<file path="src/design/iee_pkg.sv">
// ----------------------------------------------------------------------------
// iee_pkg
// Operator codes, status codes and character constants for the evaluator.
// ----------------------------------------------------------------------------
package iee_pkg;

    localparam logic [2:0] OP_OPEN = 3'd0;
    localparam logic [2:0] OP_ADD  = 3'd1;
    localparam logic [2:0] OP_SUB  = 3'd2;
    localparam logic [2:0] OP_MUL  = 3'd3;
    localparam logic [2:0] OP_DIV  = 3'd4;

    localparam logic [1:0] ST_OK        = 2'd0;
    localparam logic [1:0] ST_DIVZERO   = 2'd1;
    localparam logic [1:0] ST_OVERFLOW  = 2'd2;
    localparam logic [1:0] ST_MALFORMED = 2'd3;

    localparam logic [7:0] CH_ZERO  = 8'd48;
    localparam logic [7:0] CH_NINE  = 8'd57;
    localparam logic [7:0] CH_OPEN  = 8'h28;
    localparam logic [7:0] CH_CLOSE = 8'h29;
    localparam logic [7:0] CH_MUL   = 8'h2A;
    localparam logic [7:0] CH_ADD   = 8'h2B;
    localparam logic [7:0] CH_SUB   = 8'h2D;
    localparam logic [7:0] CH_DIV   = 8'h2F;

    typedef struct packed {
        logic [7:0] symbol;
        logic       last;
    } in_beat_t;

    typedef struct packed {
        logic signed [31:0] value;
        logic [1:0]         status;
    } out_beat_t;

    function automatic logic high_prec(input logic [2:0] code);
        return (code == OP_MUL) || (code == OP_DIV);
    endfunction

endpackage

</file>
<file path="src/design/iee_in_if.sv">
// ----------------------------------------------------------------------------
// iee_in_if
// Character channel: valid/ready with symbol and last.
// ----------------------------------------------------------------------------
interface iee_in_if;
    logic       valid;
    logic       ready;
    logic [7:0] symbol;
    logic       last;

    modport source (output valid, output symbol, output last, input ready);
    modport sink (input valid, input symbol, input last, output ready);
endinterface

</file>
<file path="src/design/iee_out_if.sv">
// ----------------------------------------------------------------------------
// iee_out_if
// Result channel: valid/ready with value and status.
// ----------------------------------------------------------------------------
interface iee_out_if;
    logic               valid;
    logic               ready;
    logic signed [31:0] value;
    logic [1:0]         status;

    modport source (output valid, output value, output status, input ready);
    modport sink (input valid, input value, input status, output ready);
endinterface

</file>
<file path="src/design/infix_expression_evaluator_core.sv">
// ----------------------------------------------------------------------------
// infix_expression_evaluator_core
// Two-stack infix evaluator over synchronous stack memories.
// ----------------------------------------------------------------------------
// Each reduction reads the top operator and both operands, then writes back;
// a division waits for the divider. One character at a time; ready is high
// only in the idle state. The result register frees the core once loaded.
// Reset clears counts, status and control; stack memories are not cleared.
// ----------------------------------------------------------------------------
module infix_expression_evaluator_core #(
    parameter int NUMBER_DEPTH   = 16,
    parameter int OPERATOR_DEPTH = 16,
    parameter int VALUE_WIDTH    = 32
) (
    input logic   clk,
    input logic   rst_n,
    iee_in_if.sink    in_ch,
    iee_out_if.source out_ch
);

    localparam int NAW = $clog2(NUMBER_DEPTH);
    localparam int OAW = $clog2(OPERATOR_DEPTH);
    localparam int NCW = $clog2(NUMBER_DEPTH + 1);
    localparam int OCW = $clog2(OPERATOR_DEPTH + 1);

    localparam logic [3:0] S_IDLE  = 4'd0;
    localparam logic [3:0] S_DISP  = 4'd1;
    localparam logic [3:0] S_OPRD  = 4'd2;
    localparam logic [3:0] S_OPCK  = 4'd3;
    localparam logic [3:0] S_RDB   = 4'd4;
    localparam logic [3:0] S_RDA   = 4'd5;
    localparam logic [3:0] S_EXEC  = 4'd6;
    localparam logic [3:0] S_DIVW  = 4'd7;
    localparam logic [3:0] S_FIN   = 4'd8;
    localparam logic [3:0] S_FRD   = 4'd9;
    localparam logic [3:0] S_OUT   = 4'd10;

    logic [3:0]             state_reg;
    logic [7:0]             sym_reg;
    logic                   last_reg;
    logic [2:0]             code_reg;
    logic                   mode_close_reg;
    logic                   fin_reg;
    logic [NCW-1:0]         ncnt_reg;
    logic [OCW-1:0]         ocnt_reg;
    logic [1:0]             sticky_reg;
    logic [2:0]             top_op_reg;
    logic [VALUE_WIDTH-1:0] b_reg;
    logic [VALUE_WIDTH-1:0] a_reg;

    logic [VALUE_WIDTH-1:0] nmem [NUMBER_DEPTH];
    logic [2:0]             omem [OPERATOR_DEPTH];
    logic [VALUE_WIDTH-1:0] nrd_reg;
    logic [2:0]             ord_reg;

    logic                   nwe;
    logic [NAW-1:0]         nwa;
    logic [VALUE_WIDTH-1:0] nwd;
    logic [NAW-1:0]         nra;
    logic                   owe;
    logic [OAW-1:0]         owa;
    logic [2:0]             owd;
    logic [OAW-1:0]         ora;

    logic                   out_valid_reg;
    logic signed [31:0]     out_value_reg;
    logic [1:0]             out_status_reg;

    logic                   div_start;
    logic                   div_done;
    logic [VALUE_WIDTH-1:0] div_q;

    logic [3:0]             state_next;
    logic [NCW-1:0]         ncnt_next;
    logic [OCW-1:0]         ocnt_next;
    logic [1:0]             sticky_next;
    logic                   fin_next;
    logic                   mode_close_next;
    logic [2:0]             code_next;
    logic                   load_out;
    logic [VALUE_WIDTH-1:0] alu;
    logic                   is_digit;

    iee_divider #(.VALUE_WIDTH(VALUE_WIDTH)) u_div (
        .clk      (clk),
        .rst_n    (rst_n),
        .start    (div_start),
        .dividend (a_reg),
        .divisor  (b_reg),
        .done     (div_done),
        .quotient (div_q)
    );

    assign in_ch.ready   = (state_reg == S_IDLE);
    assign out_ch.valid  = out_valid_reg;
    assign out_ch.value  = out_value_reg;
    assign out_ch.status = out_status_reg;
    assign is_digit = (sym_reg >= iee_pkg::CH_ZERO) && (sym_reg <= iee_pkg::CH_NINE);

    always_ff @(posedge clk)
    begin
        if (nwe)
            nmem[nwa] <= nwd;
        nrd_reg <= nmem[nra];
        if (owe)
            omem[owa] <= owd;
        ord_reg <= omem[ora];
    end

    always_comb
    begin
        unique case (top_op_reg)
            iee_pkg::OP_ADD: alu = a_reg + b_reg;
            iee_pkg::OP_SUB: alu = a_reg - b_reg;
            default:         alu = a_reg * b_reg;
        endcase
    end

    always_comb
    begin
        state_next      = state_reg;
        ncnt_next       = ncnt_reg;
        ocnt_next       = ocnt_reg;
        sticky_next     = sticky_reg;
        fin_next        = fin_reg;
        mode_close_next = mode_close_reg;
        code_next       = code_reg;
        nwe = 1'b0;
        nwa = ncnt_reg[NAW-1:0];
        nwd = '0;
        nra = '0;
        owe = 1'b0;
        owa = ocnt_reg[OAW-1:0];
        owd = '0;
        ora = OAW'(ocnt_reg - 1'b1);
        div_start = 1'b0;
        load_out  = 1'b0;
        unique case (state_reg)
            S_IDLE:
            begin
                if (in_ch.valid)
                    state_next = S_DISP;
            end
            S_DISP:
            begin
                fin_next = 1'b0;
                state_next = last_reg ? S_FIN : S_IDLE;
                if (sticky_reg == iee_pkg::ST_OK)
                begin
                    if (is_digit)
                    begin
                        if (ncnt_reg >= NCW'(NUMBER_DEPTH))
                            sticky_next = iee_pkg::ST_OVERFLOW;
                        else
                        begin
                            nwe = 1'b1;
                            nwd = VALUE_WIDTH'(sym_reg - iee_pkg::CH_ZERO);
                            ncnt_next = ncnt_reg + 1'b1;
                        end
                    end
                    else if (sym_reg == iee_pkg::CH_OPEN)
                    begin
                        if (ocnt_reg >= OCW'(OPERATOR_DEPTH))
                            sticky_next = iee_pkg::ST_OVERFLOW;
                        else
                        begin
                            owe = 1'b1;
                            owd = iee_pkg::OP_OPEN;
                            ocnt_next = ocnt_reg + 1'b1;
                        end
                    end
                    else if (sym_reg == iee_pkg::CH_CLOSE || sym_reg == iee_pkg::CH_ADD
                             || sym_reg == iee_pkg::CH_SUB || sym_reg == iee_pkg::CH_MUL
                             || sym_reg == iee_pkg::CH_DIV)
                    begin
                        mode_close_next = (sym_reg == iee_pkg::CH_CLOSE);
                        case (sym_reg)
                            iee_pkg::CH_ADD: code_next = iee_pkg::OP_ADD;
                            iee_pkg::CH_SUB: code_next = iee_pkg::OP_SUB;
                            iee_pkg::CH_MUL: code_next = iee_pkg::OP_MUL;
                            default:         code_next = iee_pkg::OP_DIV;
                        endcase
                        state_next = S_OPRD;
                    end
                end
            end
            S_OPRD:
            begin
                state_next = S_OPCK;
            end
            S_OPCK:
            begin
                // ord_reg holds the top operator when ocnt_reg > 0
                if (sticky_reg != iee_pkg::ST_OK)
                    state_next = fin_reg ? S_FRD : (last_reg ? S_FIN : S_IDLE);
                else if (fin_reg)
                begin
                    if (ocnt_reg == '0)
                        state_next = S_FRD;
                    else
                        state_next = S_RDB;
                end
                else if (mode_close_reg)
                begin
                    if (ocnt_reg == '0)
                    begin
                        sticky_next = iee_pkg::ST_MALFORMED;
                        state_next = last_reg ? S_FIN : S_IDLE;
                    end
                    else if (ord_reg == iee_pkg::OP_OPEN)
                    begin
                        ocnt_next = ocnt_reg - 1'b1;
                        state_next = last_reg ? S_FIN : S_IDLE;
                    end
                    else
                        state_next = S_RDB;
                end
                else
                begin
                    if (ocnt_reg != '0 && ord_reg != iee_pkg::OP_OPEN
                        && (iee_pkg::high_prec(ord_reg) || !iee_pkg::high_prec(code_reg)))
                        state_next = S_RDB;
                    else if (ocnt_reg >= OCW'(OPERATOR_DEPTH))
                    begin
                        sticky_next = iee_pkg::ST_OVERFLOW;
                        state_next = last_reg ? S_FIN : S_IDLE;
                    end
                    else
                    begin
                        owe = 1'b1;
                        owd = code_reg;
                        ocnt_next = ocnt_reg + 1'b1;
                        state_next = last_reg ? S_FIN : S_IDLE;
                    end
                end
                if (state_next == S_RDB)
                begin
                    ocnt_next = ocnt_reg - 1'b1;
                    if (ord_reg == iee_pkg::OP_OPEN || ncnt_reg < NCW'(2))
                    begin
                        sticky_next = iee_pkg::ST_MALFORMED;
                        state_next = last_reg ? S_FIN : S_IDLE;
                    end
                    else
                        nra = NAW'(ncnt_reg - 1'b1);
                end
            end
            S_RDB:
            begin
                nra = NAW'(ncnt_reg - NCW'(2));
                state_next = S_RDA;
            end
            S_RDA:
            begin
                state_next = S_EXEC;
            end
            S_EXEC:
            begin
                if (top_op_reg == iee_pkg::OP_DIV)
                begin
                    if (b_reg == '0)
                    begin
                        sticky_next = iee_pkg::ST_DIVZERO;
                        ncnt_next = ncnt_reg - NCW'(2);
                        state_next = last_reg ? S_FIN : S_IDLE;
                    end
                    else
                    begin
                        div_start = 1'b1;
                        state_next = S_DIVW;
                    end
                end
                else
                begin
                    nwe = 1'b1;
                    nwa = NAW'(ncnt_reg - NCW'(2));
                    nwd = alu;
                    ncnt_next = ncnt_reg - 1'b1;
                    state_next = S_OPRD;
                end
            end
            S_DIVW:
            begin
                if (div_done)
                begin
                    nwe = 1'b1;
                    nwa = NAW'(ncnt_reg - NCW'(2));
                    nwd = div_q;
                    ncnt_next = ncnt_reg - 1'b1;
                    state_next = S_OPRD;
                end
            end
            S_FIN:
            begin
                fin_next = 1'b1;
                state_next = S_OPRD;
            end
            S_FRD:
            begin
                if (sticky_reg == iee_pkg::ST_OK && ncnt_reg != NCW'(1))
                    sticky_next = iee_pkg::ST_MALFORMED;
                state_next = S_OUT;
            end
            S_OUT:
            begin
                if (!out_valid_reg || out_ch.ready)
                begin
                    load_out = 1'b1;
                    ncnt_next = '0;
                    ocnt_next = '0;
                    sticky_next = iee_pkg::ST_OK;
                    fin_next = 1'b0;
                    state_next = S_IDLE;
                end
            end
            default: state_next = S_IDLE;
        endcase
    end

    always_ff @(posedge clk or negedge rst_n)
    begin
        if (!rst_n)
        begin
            state_reg      <= S_IDLE;
            ncnt_reg       <= '0;
            ocnt_reg       <= '0;
            sticky_reg     <= iee_pkg::ST_OK;
            fin_reg        <= 1'b0;
            mode_close_reg <= 1'b0;
            code_reg       <= iee_pkg::OP_ADD;
            out_valid_reg  <= 1'b0;
        end
        else
        begin
            state_reg      <= state_next;
            ncnt_reg       <= ncnt_next;
            ocnt_reg       <= ocnt_next;
            sticky_reg     <= sticky_next;
            fin_reg        <= fin_next;
            mode_close_reg <= mode_close_next;
            code_reg       <= code_next;
            if (load_out)
                out_valid_reg <= 1'b1;
            else if (out_ch.ready)
                out_valid_reg <= 1'b0;
        end
    end

    always_ff @(posedge clk)
    begin
        if (state_reg == S_IDLE && in_ch.valid)
        begin
            sym_reg  <= in_ch.symbol;
            last_reg <= in_ch.last;
        end
        if (state_reg == S_OPCK)
            top_op_reg <= ord_reg;
        if (state_reg == S_RDB)
            b_reg <= nrd_reg;
        if (state_reg == S_RDA)
            a_reg <= nrd_reg;
        if (load_out)
        begin
            out_status_reg <= sticky_reg;
            out_value_reg  <= (sticky_reg == iee_pkg::ST_OK)
                ? 32'(signed'(nrd_reg)) : 32'sd0;
        end
    end

    a_count_bound: assert property (@(posedge clk) disable iff (!rst_n)
        ncnt_reg <= NCW'(NUMBER_DEPTH) && ocnt_reg <= OCW'(OPERATOR_DEPTH))
        else $error("stack count out of range");

    a_ready_idle: assert property (@(posedge clk) disable iff (!rst_n)
        (in_ch.valid && in_ch.ready) |=> state_reg == S_DISP)
        else $error("accepted beat not dispatched");

    a_out_clear: assert property (@(posedge clk) disable iff (!rst_n)
        load_out |=> (ncnt_reg == '0 && ocnt_reg == '0 && sticky_reg == iee_pkg::ST_OK))
        else $error("state not cleared after result");

endmodule

</file>
<file path="src/design/iee_divider.sv">
// ----------------------------------------------------------------------------
// iee_divider
// Signed restoring divider, one quotient bit per cycle, truncating toward 0.
// ----------------------------------------------------------------------------
module iee_divider #(
    parameter int VALUE_WIDTH = 32
) (
    input  logic                   clk,
    input  logic                   rst_n,
    input  logic                   start,
    input  logic [VALUE_WIDTH-1:0] dividend,
    input  logic [VALUE_WIDTH-1:0] divisor,
    output logic                   done,
    output logic [VALUE_WIDTH-1:0] quotient
);

    localparam int CW = $clog2(VALUE_WIDTH + 1);

    logic                   busy_reg;
    logic [CW-1:0]          cnt_reg;
    logic [VALUE_WIDTH-1:0] rem_reg;
    logic [VALUE_WIDTH-1:0] quo_reg;
    logic [VALUE_WIDTH-1:0] div_reg;
    logic                   neg_reg;
    logic [VALUE_WIDTH:0]   trial;
    logic [VALUE_WIDTH:0]   shifted;

    assign shifted = {rem_reg, quo_reg[VALUE_WIDTH-1]};
    assign trial   = shifted - {1'b0, div_reg};
    assign done    = busy_reg && (cnt_reg == '0);
    assign quotient = neg_reg ? (VALUE_WIDTH'(0) - quo_reg) : quo_reg;

    always_ff @(posedge clk or negedge rst_n)
    begin
        if (!rst_n)
        begin
            busy_reg <= 1'b0;
            cnt_reg  <= '0;
        end
        else if (start)
        begin
            busy_reg <= 1'b1;
            cnt_reg  <= CW'(VALUE_WIDTH);
        end
        else if (done)
        begin
            busy_reg <= 1'b0;
        end
        else if (busy_reg)
        begin
            cnt_reg <= cnt_reg - 1'b1;
        end
    end

    always_ff @(posedge clk)
    begin
        if (start)
        begin
            rem_reg <= '0;
            quo_reg <= dividend[VALUE_WIDTH-1] ? (VALUE_WIDTH'(0) - dividend) : dividend;
            div_reg <= divisor[VALUE_WIDTH-1] ? (VALUE_WIDTH'(0) - divisor) : divisor;
            neg_reg <= dividend[VALUE_WIDTH-1] ^ divisor[VALUE_WIDTH-1];
        end
        else if (busy_reg && cnt_reg != '0)
        begin
            if (!trial[VALUE_WIDTH])
                rem_reg <= trial[VALUE_WIDTH-1:0];
            else
                rem_reg <= shifted[VALUE_WIDTH-1:0];
            quo_reg <= {quo_reg[VALUE_WIDTH-2:0], ~trial[VALUE_WIDTH]};
        end
    end

endmodule
</file>
<file path="src/flat_wrapper.sv">
// flat-port wrapper written by rule: the top's interface ports become plain ports
module infix_expression_evaluator_core_flat 
#(
    parameter int NUMBER_DEPTH   = 16,
    parameter int OPERATOR_DEPTH = 16,
    parameter int VALUE_WIDTH    = 32
)
  (clk, rst_n, in_ch_valid, in_ch_symbol, in_ch_last, in_ch_ready, out_ch_valid, out_ch_value, out_ch_status, out_ch_ready);
  iee_in_if in_ch_i ();
  iee_out_if out_ch_i ();
  input logic clk;
  input logic rst_n;
  input wire logic [$bits(in_ch_i.valid)-1:0] in_ch_valid;
  input wire logic [$bits(in_ch_i.symbol)-1:0] in_ch_symbol;
  input wire logic [$bits(in_ch_i.last)-1:0] in_ch_last;
  output wire logic [$bits(in_ch_i.ready)-1:0] in_ch_ready;
  output wire logic [$bits(out_ch_i.valid)-1:0] out_ch_valid;
  output wire logic [$bits(out_ch_i.value)-1:0] out_ch_value;
  output wire logic [$bits(out_ch_i.status)-1:0] out_ch_status;
  input wire logic [$bits(out_ch_i.ready)-1:0] out_ch_ready;
  assign in_ch_i.valid = in_ch_valid;
  assign in_ch_i.symbol = in_ch_symbol;
  assign in_ch_i.last = in_ch_last;
  assign in_ch_ready = in_ch_i.ready;
  assign out_ch_valid = out_ch_i.valid;
  assign out_ch_value = out_ch_i.value;
  assign out_ch_status = out_ch_i.status;
  assign out_ch_i.ready = out_ch_ready;
  infix_expression_evaluator_core #(.NUMBER_DEPTH(NUMBER_DEPTH), .OPERATOR_DEPTH(OPERATOR_DEPTH), .VALUE_WIDTH(VALUE_WIDTH)) u_core (.clk(clk), .rst_n(rst_n), .in_ch(in_ch_i), .out_ch(out_ch_i));
endmodule
</file>
<file path="config.mk">
export PLATFORM = sky130hd
export DESIGN_NAME = infix_expression_evaluator_core_flat
export DESIGN_NICKNAME = d
export VERILOG_FILES = /design/src/design/iee_pkg.sv /design/src/design/iee_in_if.sv /design/src/design/iee_out_if.sv /design/src/design/infix_expression_evaluator_core.sv /design/src/design/iee_divider.sv /design/src/flat_wrapper.sv
export SDC_FILE = /design/constraint.sdc
export NUM_CORES = 2
export LEC_CHECK = 0
export ABC_AREA = 0
export ABC_CLOCK_PERIOD_IN_PS = 8400
export BUFFER_PORTS_ARGS = -buffer_cell sky130_fd_sc_hd__buf_2
export CAP_MARGIN = 0
export CORE_MARGIN = 4
export CORE_UTILIZATION = 40
export CTS_CLUSTER_DIAMETER = 200
export DETAILED_ROUTE_END_ITERATION = 8
export MAX_ROUTING_LAYER = met4
export PLACE_DENSITY = 0.68
export SYNTH_ARGS = -nofsm -noshare
export SYNTH_HDL_FRONTEND = slang
export SYNTH_SLANG_ARGS = --single-unit
</file>
<file path="constraint.sdc">
create_clock -name clk -period 8.4 [get_ports clk]
set_input_delay 1.68 -clock clk [delete_from_list [all_inputs] [get_ports clk]]
set_output_delay 1.68 -clock clk [all_outputs]
set_load 0.05 [all_outputs]
</file>
==> reports/metrics.yaml <==
yosys.area.top_type_share: 0.407
slew_headroom: 0.0782
fin_ws_ps: 377
drv_cap: 0
postSynthAreaPerCell_um2: 10.8
cts_tree: "done"
yosys.area_share.simple: 0.159
synth-seq-cells: 831
overflow: 0
die_x_um: 376
clockBufferDepth: 3
p_leak_nw: 25.1
crit_required_ps: 8760
synth-edff-count: 735
period_share: 0.955
total_power_mw: 15.0
busiest_layer: "met2"
seq_area_mm2: 0.0241
area_growth_pct: 10.9
yosysWarningCount: 0
cpMostUsedCell: "fa_1"
numClockSinks: 831
fillers: 12200
synth_top_flop_cell: "edfxtp_1"
synthArstFlopShare: 0.0349
die_y_um: 376
crit-reg2reg-launch: "u_core.a_reg[8]"
synthesis.area_mm2: 0.0542
largest_reg_flops: 512
hpwlAfterDp_mm: 104
synth_cells: 5004
fin_crit_ps: 8020
hold_end: "u_core.b_reg[7]"
grt_pass1_wl_mm: 234
rr_worst_depth: 23
path_cells: "buf_4, and2_1, fa_1, inv_1, fa_1, fa_1, fa_1, inv_1, ha_1, ha_1, fa_1, fa_1, ha_1, a2111oi_0, a21oi_1, a41oi_1, o311ai_0, nand2_1, o22ai_1, nor4_2, nor3_1, xor2_1, a221o_1"
synth_compound_area_frac: 0.0786
hold_path.class: "register to register"
synth_top_family_by_area: "adder cells"
final_common_cell: "nand2_1"
ioPinCount: 49
wl_per_cell_um: 22.4
crit_path_max_incr_delay_ps: 610
ir_drop_v: 0.000491
io_buffers: 48
synth_mux_area_frac: 0.0246
grt_usage: 0.222
clock_tree.root_cell: "clkbuf_16"
dp.cells: 6692
setup_tns_ps: 0
clk_pin_slew_ps: 70
dpl_cell_area_mm2: 0.0570
ys_types: 83
cts_made_buffers: 88
antenna_found_initial: 6
cpMaxStageDelayCell: "a221o_1"
holdPathStages: 0
violations: "antenna violations"
clock.fmax_mhz: 125
powerDensity_mw_per_mm2: 249
reg2reg_to: "u_core.nmem[7][28]"
grt_use_met3: 0.0355
core_area_mm2: 0.134
multi_input_area_mm2: 0.0275
yosysTopAreaCell: "edfxtp_1"
fin_cells: 6863
holdWs_ps: 452
fin_util: 0.449
vias_per_cell: 5.57
synth_nets: 5630
htreeDepth: 3
synth_fa_ha_area_frac: 0.198
biggestRegsByFlops: "u_core.nmem: 512 flops, u_core.omem: 48 flops"
regMostFlops: "u_core.nmem"
drive_above_1_share: 0.0853
final_cell_mix: "nand2_1 (804), edfxtp_1 (735), inv_1 (458)"
clock_latency_ps: 720
cp_max_fo: 16
worst-setup-path-type: "register to register"
synth.area.top_cells: "edfxtp_1 (41%), fa_1 (15%), nand2_1 (5.6%), ha_1 (4.7%), and2_1 (4.2%)"
drt_iter0_markers: 3983
grt_pass1_vias: 38100
drc: 0
pre_cts_ws_ps: 344
skew_ps: 75.3
routed_wl_mm: 153
rrSetupSlack_ps: 380
num_rows: 134
worst_hold_startpoint: "u_core.nrd_reg[7]"
start_util: 0.405
cp.arrival_ps: 8380
yosysSeqAreaShare: 0.445
setup_viol: 0
gp_congestion: 0.976
cp-start-kind: "register"
final_hold_viol_count: 0
grt_use_met1: 0.296
vias: 38200
worst_pin_slew_ps: 1380
outcome: "finished with violations"
fin_nets: 5641
cts_hold_buf: 0
first_pass_iters: 6
fin_area_mm2: 0.0601
met2_usage: 0.351
maxSlewViolCount: 0
rsz0062_at_grt: "false"
grt_max_degree: 193
synthXorXnorAreaFrac: 0.0423
critPathCaptureType: "register"
dieArea_mm2: 0.141
postRouteAntennaNets: 1
## per-layer routing
metal / share of wire / up-vias
li1: - / 17100
met1: 0.42 / 19300
met2: 0.47 / 1531
met3: 0.082 / 311
met4: 0.035 / 0
met5: 0 / -
## layout make-up
| class | instances | share of cell area |
|---|---|---|
| diodes | 8 | 0.000333 |
| clock buffers | 115 | 0.0403 |
| repair buffers | 206 | 0.0241 |
| clock inverters | 47 | 0.0106 |
| flip-flops and latches | 831 | 0.402 |
| well taps | 1768 | 0.0368 |
| multi-input cells | 3428 | 0.458 |
| inverters | 460 | 0.0287 |
## synthesized netlist by cell type, types with 15 or more instances
cell,number
nand2_1,805
edfxtp_1,735
inv_1,459
fa_1,410
and2_1,361
clkbuf_1,264
ha_1,203
nor2_1,191
nand3_1,169
xnor2_1,150
o21ai_0,146
a21oi_1,142
xor2_1,109
mux2i_1,95
dfxtp_1,67
a32oi_1,65
nor3_1,52
nand4_1,51
a21o_1,39
or3_1,38
o31ai_1,37
o21a_1,29
dfrtp_1,28
nand2b_1,26
a211oi_1,25
nor2b_1,24
a31oi_1,18
or4_1,18
o221ai_1,17
and3_1,15
mux4_2,15
nor4_1,15
## kinds of logic (layout without fill, tap and decap cells)
kind of cell    count (synthesis)  after routing
simple gates                 1803           1803
fa+ha+maj                     613            613
other cells                     0              8
mux                           114            114
compound gates                638            638
xor+xnor                      260            260
buf+inv                       745            828
flops                         831            831
## worst max path at each step
stage	startpoint	end	slack, ps	cells past startpoint
6_report	u_core.a_reg[8]	u_core.nmem[7][28]	380	23
5_1_grt	u_core.a_reg[7]	u_core.nmem[5][29]	70	26
4_1_cts	u_core.a_reg[8]	u_core.nmem[9][23]	200	24
3_5_place_dp	u_core.a_reg[8]	u_core.nmem[10][23]	340	24
3_3_place_gp	u_core.b_reg[2]	u_core.nmem[2][28]	420	22
2_1_floorplan	u_core.b_reg[6]	u_core.nmem[0][29]	610	24
## repair_timing
item,CTS,global route
setup endpoints to repair,0,53
buffers inserted,0,1
resized for setup,0,3
## worst max-delay path: cells and delay by family, from the launching register on
| family | cells | cell delay, ps |
|---|---|---|
| compound gates | 6 | 2060 |
| simple gates | 4 | 720 |
| buf+inv | 3 | 320 |
| xor+xnor | 1 | 190 |
| fa+ha+maj | 9 | 3850 |
| flops | 1 | 520 |
## report_power, final
part / total, mW / switching [mW] / internal (mW)
Clock: 4.12 / 1.75 / 2.38
Sequential: 4.92 / 0.249 / 4.67
Combinational: 5.93 / 3.65 / 2.28
No activity file was read; power rests on OpenSTA's default activity.
